`config.mk`:
```
export PLATFORM = sky130hd
export DESIGN_NAME = sngr_ctrl
export DESIGN_NICKNAME = d
export VERILOG_FILES = /design/src/hw/rtl/sngr_pkg.sv /design/src/hw/rtl/sngr_ctrl.sv
export SDC_FILE = /design/constraint.sdc
export NUM_CORES = 1
export LEC_CHECK = 0
export BUFFER_PORTS_ARGS = -buffer_cell sky130_fd_sc_hd__clkbuf_2
export CORE_AREA = 2 2 39 41
export DETAILED_ROUTE_END_ITERATION = 10
export DIE_AREA = 0 0 41 43
export PLACE_DENSITY = 0.3
export SLEW_MARGIN = 20
export SYNTH_ARGS = -nofsm -noshare
export SYNTH_HDL_FRONTEND = slang
export SYNTH_SLANG_ARGS = --single-unit
export TNS_END_PERCENT = 20
```
`constraint.sdc`:
```
create_clock -name clk -period 2.6 [get_ports clk]
set_input_delay 0.52 -clock clk [delete_from_list [all_inputs] [get_ports clk]]
set_output_delay 0.52 -clock clk [all_outputs]
set_load 0.02 [all_outputs]
```
`src/hw/rtl/sngr_pkg.sv`:
```
`timescale 1ns / 1ps
`default_nettype none
// ---------------------------------------------------------------------------
// sngr_pkg
// Shared types, constants and the glyph font for the number renderer.
// ---------------------------------------------------------------------------
package sngr_pkg;

    localparam int SCREEN_WIDTH_DEF = 128;
    localparam int PAGE_COUNT_DEF   = 8;
    localparam int FIELD_CHARS_DEF  = 12;

    localparam logic [1:0] KIND_POS    = 2'd0;
    localparam logic [1:0] KIND_GLYPH  = 2'd1;
    localparam logic [1:0] KIND_STATUS = 2'd2;

    localparam logic [3:0] SYM_MINUS = 4'd10;
    localparam logic [3:0] SYM_SPACE = 4'd11;
    localparam logic [7:0] CMD_PAGE  = 8'hB0;
    localparam logic [7:0] CMD_COLHI = 8'h10;
    localparam int         GLYPH_COLS = 6;

    typedef struct packed {
        logic signed [31:0] value;
        logic [7:0]         min_width;
        logic [7:0]         x_column;
        logic [7:0]         page_row;
    } in_item_t;

    typedef struct packed {
        logic [1:0]  kind;
        logic [47:0] payload;
        logic        rejected;
        logic        last;
    } out_item_t;

    // controller -> datapath
    typedef struct packed {
        logic load;      // capture input beat
        logic div_step;  // one divide-by-ten step
        logic emit;      // advance to the next result
    } sngr_cmd_t;

    // datapath -> controller
    typedef struct packed {
        logic reject;
        logic div_done;
        logic none_fit;
        logic last_out;
    } sngr_sts_t;

    function automatic logic [47:0] glyph(input logic [3:0] sym);
        logic [47:0] g;
        case (sym)
            4'd0:    g = 48'h3E_45_49_51_3E_00;
            4'd1:    g = 48'h00_40_7F_42_00_00;
            4'd2:    g = 48'h46_49_51_61_42_00;
            4'd3:    g = 48'h31_4B_45_41_21_00;
            4'd4:    g = 48'h10_7F_12_14_18_00;
            4'd5:    g = 48'h39_45_45_45_27_00;
            4'd6:    g = 48'h30_49_49_4A_3C_00;
            4'd7:    g = 48'h03_05_09_71_01_00;
            4'd8:    g = 48'h36_49_49_49_36_00;
            4'd9:    g = 48'h1E_29_49_49_06_00;
            4'd10:   g = 48'h08_08_08_08_08_00;
            default: g = 48'h0;
        endcase
        return g;
    endfunction

endpackage
`default_nettype wire

```
`src/hw/rtl/sngr_ctrl.sv`:
```
`timescale 1ns / 1ps
`default_nettype none
// ---------------------------------------------------------------------------
// sngr_ctrl
// Sequencer: accept, digit extraction, result emission.
// ---------------------------------------------------------------------------
module sngr_ctrl
    import sngr_pkg::*;
(
    input  wire        clk,
    input  wire        rst_n,
    input  wire        in_valid,
    output logic       in_ready,
    output logic       out_valid,
    input  wire        out_ready,
    output sngr_cmd_t  cmd,
    input  sngr_sts_t  sts
);
    localparam logic [1:0] S_IDLE = 2'd0;
    localparam logic [1:0] S_DIV  = 2'd1;
    localparam logic [1:0] S_OUT  = 2'd2;

    logic [1:0] state_reg, state_next;

    always_comb
    begin
        state_next   = state_reg;
        in_ready     = 1'b0;
        out_valid    = 1'b0;
        cmd          = '0;
        case (state_reg)
            S_IDLE:
            begin
                in_ready = 1'b1;
                if (in_valid)
                begin
                    cmd.load   = 1'b1;
                    state_next = S_DIV;
                end
            end
            S_DIV:
            begin
                if (sts.reject || sts.div_done)
                    state_next = S_OUT;
                else
                    cmd.div_step = 1'b1;
            end
            S_OUT:
            begin
                out_valid = 1'b1;
                if (out_ready)
                begin
                    cmd.emit = 1'b1;
                    if (sts.reject || sts.none_fit || sts.last_out)
                        state_next = S_IDLE;
                end
            end
            default: state_next = S_IDLE;
        endcase
    end

    always_ff @(posedge clk or negedge rst_n)
    begin
        if (!rst_n)
            state_reg <= S_IDLE;
        else
            state_reg <= state_next;
    end
endmodule
`default_nettype wire

```
==> After elaboration in Yosys (flattened, before gate mapping) <==
Cells that the tools add are included.
{ "word_totals": {"elab_cells": 25, "in_bits": 8, "output_inout_bits": 5, "regBits": 2} }
{ "classes": {"eq_ne": 6, "n_mux": 13, "n_reduce_logical": 5} }
{ "ops": {"columns": ["cell", "count"], "rows": [
  ["two-way mux 1 bit", 8],
  ["two-way mux 2 bit", 4],
  ["inequality test 2 bit (second input constant)", 4],
  ["case mux 2 bit (3 select lines)", 1],
  ["AND reduction 4 bit", 1],
  ["logical OR 1 bit", 3],
  ["== test 2 x 1 -> 1 bit (second input constant)", 1],
  ["== test 2 bit (second input constant)", 1],
  ["logical NOT 2 bit", 1]
]} }

==> Logic depth before layout (Yosys ltp) <==
{ "logic_depth": {"word_depth": 5, "ltp_mapped": 2, "depth_no_buf": 2} }

==> Least setup slack after synthesis <==
OpenSTA, ideal clock, no wires.
{ "synth_timing": {"kind": "input to output", "from": "in in_valid", "to": "out cmd[2] in the netlist's numbering", "arrival_time_ns": 1.073, "cell_stages": 1, "path_slack_ns": 1.007, "t_required_ns": 2.080, "path_buffers": 0, "path_cell_list": "nor3b_1"} }
{ "synth_between": {"elab_chain_cells": 2} }
{ "synth_rtl": {"columns": ["item", "line_no", "rtl"], "rows": [
  ["start: declaration", "sngr_ctrl.sv:12", "input wire in_valid,"],
  ["two-way mux 1 bit", "sngr_ctrl.sv:35", "if (in_valid)"],
  ["two-way mux 1 bit", "sngr_ctrl.sv:31", "case (state_reg)"],
  ["end: declaration", "sngr_ctrl.sv:16", "output sngr_cmd_t cmd,"]
]} }
Every way passes these cells.

==> impl_metrics.csv <==
group,metric,value,unit
status,status,"complete, no violations",
finish,syn_to_final_growth,78.1,%
drt,ant_nets,0,
clock_network,cts-root-buf,"clkbuf_4",
synth,synth_top_area_share,38.1,%
sta,layout_min_cycle_time,1.70,ns
synth,synth_top_family_by_area,"simple AND/OR/NAND/NOR gates",
sta,skew,0.000361,ns
floorplanning,die_area,1760,um2
floorplanning,rows,14,
power,powerDensity,1010,nW/um2
finish,final_cells,43,
synth,synth_warnings,0,
critical_path,timing.rr.start,"state_reg[0]",
synth,synth-adder-area-share,0,%
drt,dr.pass1.iters,1,
global_route,grt_max_degree,6,
placed_design,port-buffer-count,12,
clock_network,cts_resized,0,
power,peakVddDrop,0.154,mV
synth,synthMuxAreaShare,0,%
global_route,grt-ovfl-total,0,
drt,wl,419,um
critical_path,r2r_slack,1.61,ns
critical_path,end_kind,"primary output",
synth,yosysTopAreaCell,"dfrtp_1",
synth,syn_inst,12,
floorplanning,io_pins,13,
floorplanning,start_util,9.49,%
finish,n_fill_cell,162,
power,p_sw_share,40.3,%
sta,fin_tns_setup,0,ns
power,p_int,0.141,mW
floorplanning,coreArea,1380,um2
sta,worst_pin_slew,0.248,ns
drt,drcViolationCount,0,
synth,syn_area,131,um2
power,p_seq_share,26.7,%
clock_network,cts_buffer_depth,2,
power,p_clk_share,29.1,%
critical_path,crit_arrival,1.18,ns
sta,final_max_slew_viol_count,0,
sta,rsz0062_at_grt,"no",
synth,syn_avg_cell_area,10.9,um2
sta,layout_setup_ws,0.902,ns
synth,synth_xor_area_share,0,%
finish,fin_nets,37,
finish,drive_above_1_share,63.0,%
critical_path,r2r-end,"state_reg[0]",
global_route,grt_pass1_vias,177,
drt,drt_iter0_markers,0,
finish,n_antenna_cell,0,
power,p_comb_share,44.2,%
finish,fin_util,16.9,%
drt,wire_per_inst,9.74,um
synth,synth-compound-area-share,12.4,%
synth,synth_simple_gate_area_share,49.5,%
drt,vias_per_cell,3.60,
clock_network,clk_pin_slew_worst_paths,0.03,ns
sta,fin_crit_sh,65.3,%
sta,fmax,589,MHz
synth,synth_nets,20,
critical_path,cp-start-kind,"flip-flop",
clock_network,cts_setup_buffers,0,
clock_network,cts_sinks,2,
finish,largest_register_ff_count,2,
power,switching_power,0.0949,mW
critical_path,cp.required,2.08,ns
clock_network,cts_tree,"built",
sta,timing_hold_violations_final,0,
power,p_leak,0.120,nW
placed_design,placed_cells,40,
clock_network,cts_hold_buf,0,
clock_network,cts_max_level,1,
synth,synth_seq_cells,2,
critical_path,cp_max_fo,5,
sta,setup_viol_count_final,0,
critical_path,r2r.worst_path.cells,2,
placed_design,dp_hpwl,343,um
floorplanning,die_h,43,um
min_path,min_path_type,"input pin to async pin",
global_route,antenna_found_initial,0,
drt,num_vias,155,
synth,yosysSeqAreaShare,38.1,%
job,maxCapViolCount,0,
placed_design,dp_slack,0.963,ns
synth,synth.area.top_cells,"dfrtp_1 (38%), nor4b_4 (18%), o2bb2ai_1 (6.7%)",
critical_path,path_class,"flip-flop to primary output",
sta,slew_headroom,83.3,%
synth,synth_cell_types,10,
global_route,grt_use_total,6.11,%
global_route,grt_pass1_wl,648,um
floorplanning,dieWidth,41,um
clock_network,cts_made_buffers,3,
clock_network,insertion_delay,0.22,ns
placed_design,gp_congestion,0.553,
[Yosys cell counts (all sizes together)]
cell type	instances
and2	1
and2b	1
dfrtp	2
nand2b	1
nor2	2
nor3b	1
nor4b	1
o2bb2ai	1
o31ai	1
or2	1
[metal layers]
layer / share of wire [%] / track usage [%] / up-vias
met4: 0 / 8.00 / 0
met2: 41 / 7.81 / 13
met1: 37 / 5.75 / 68
met5: 0 / 0 / -
li1: - / - / 74
met3: 22 / 3.14 / 0
[placed cells by master (no fill, tap or decap)]
cell       netlist  routed
nand2b_1         1       1
o31ai_1          1       1
clkbuf_4         0       3
nor4b_4          1       1
nor3b_1          1       1
dfrtp_1          2       2
clkbuf_2         0      12
and2b_1          1       1
nor2_1           2       2
or2_2            1       1
o2bb2ai_1        1       1
and2_1           1       1
[critical path: stages, from the launching register on]
cell and delay, ns:
dfrtp_1 0.42, and2b_1 0.25, and2_1 0.13, clkbuf_2 0.16
[worst max-delay path by stage]
stage	slack, ns	start	endpoint	cells past startpoint
6_report	0.90	state_reg[0]	cmd[0]	3
4_1_cts	0.88	state_reg[0]	cmd[0]	3
5_1_grt	0.85	state_reg[0]	cmd[0]	3
3_3_place_gp	1.0	sts[2]	cmd[1]	3
2_1_floorplan	1.01	in_valid	cmd[2]	1
3_5_place_dp	0.96	sts[2]	cmd[1]	3
[cell families after synthesis]
family | count (synthesis)
simple gates | 8
flops | 2
compound gates | 2
[power groups by stage]
stage | clock network, mW | logic, mW | registers, mW
4_1_cts | 0.0733 | 0.106 | 0.0636
3_5_place_dp | 0 | 0.106 | 0.0638
5_1_grt | 0.0740 | 0.115 | 0.0659
3_3_place_gp | 0 | 0.106 | 0.0623
6_report | 0.0685 | 0.104 | 0.0629
2_1_floorplan | 0 | 0.0713 | 0.0581
[layout make-up]
type	count	area, um2	area share (%)
repair buffers	12	60.1	25.7
multi-input cells	10	81.3	34.8
well taps	16	20.0	8.56
flip-flops and latches	2	50.0	21.4
clock buffers	3	22.5	9.63
[stage by stage]
stage	power, mW	instance area [um2]	hold WS (ns)
after CTS	0.243	234	0.0643
after global placement	0.168	211	0.306
after floorplan	0.129	131	0.224
after global routing	0.255	234	0.0709
after detailed placement	0.169	211	0.306
final	0.235	234	0.0753
(Power assumes the default switching activity.)
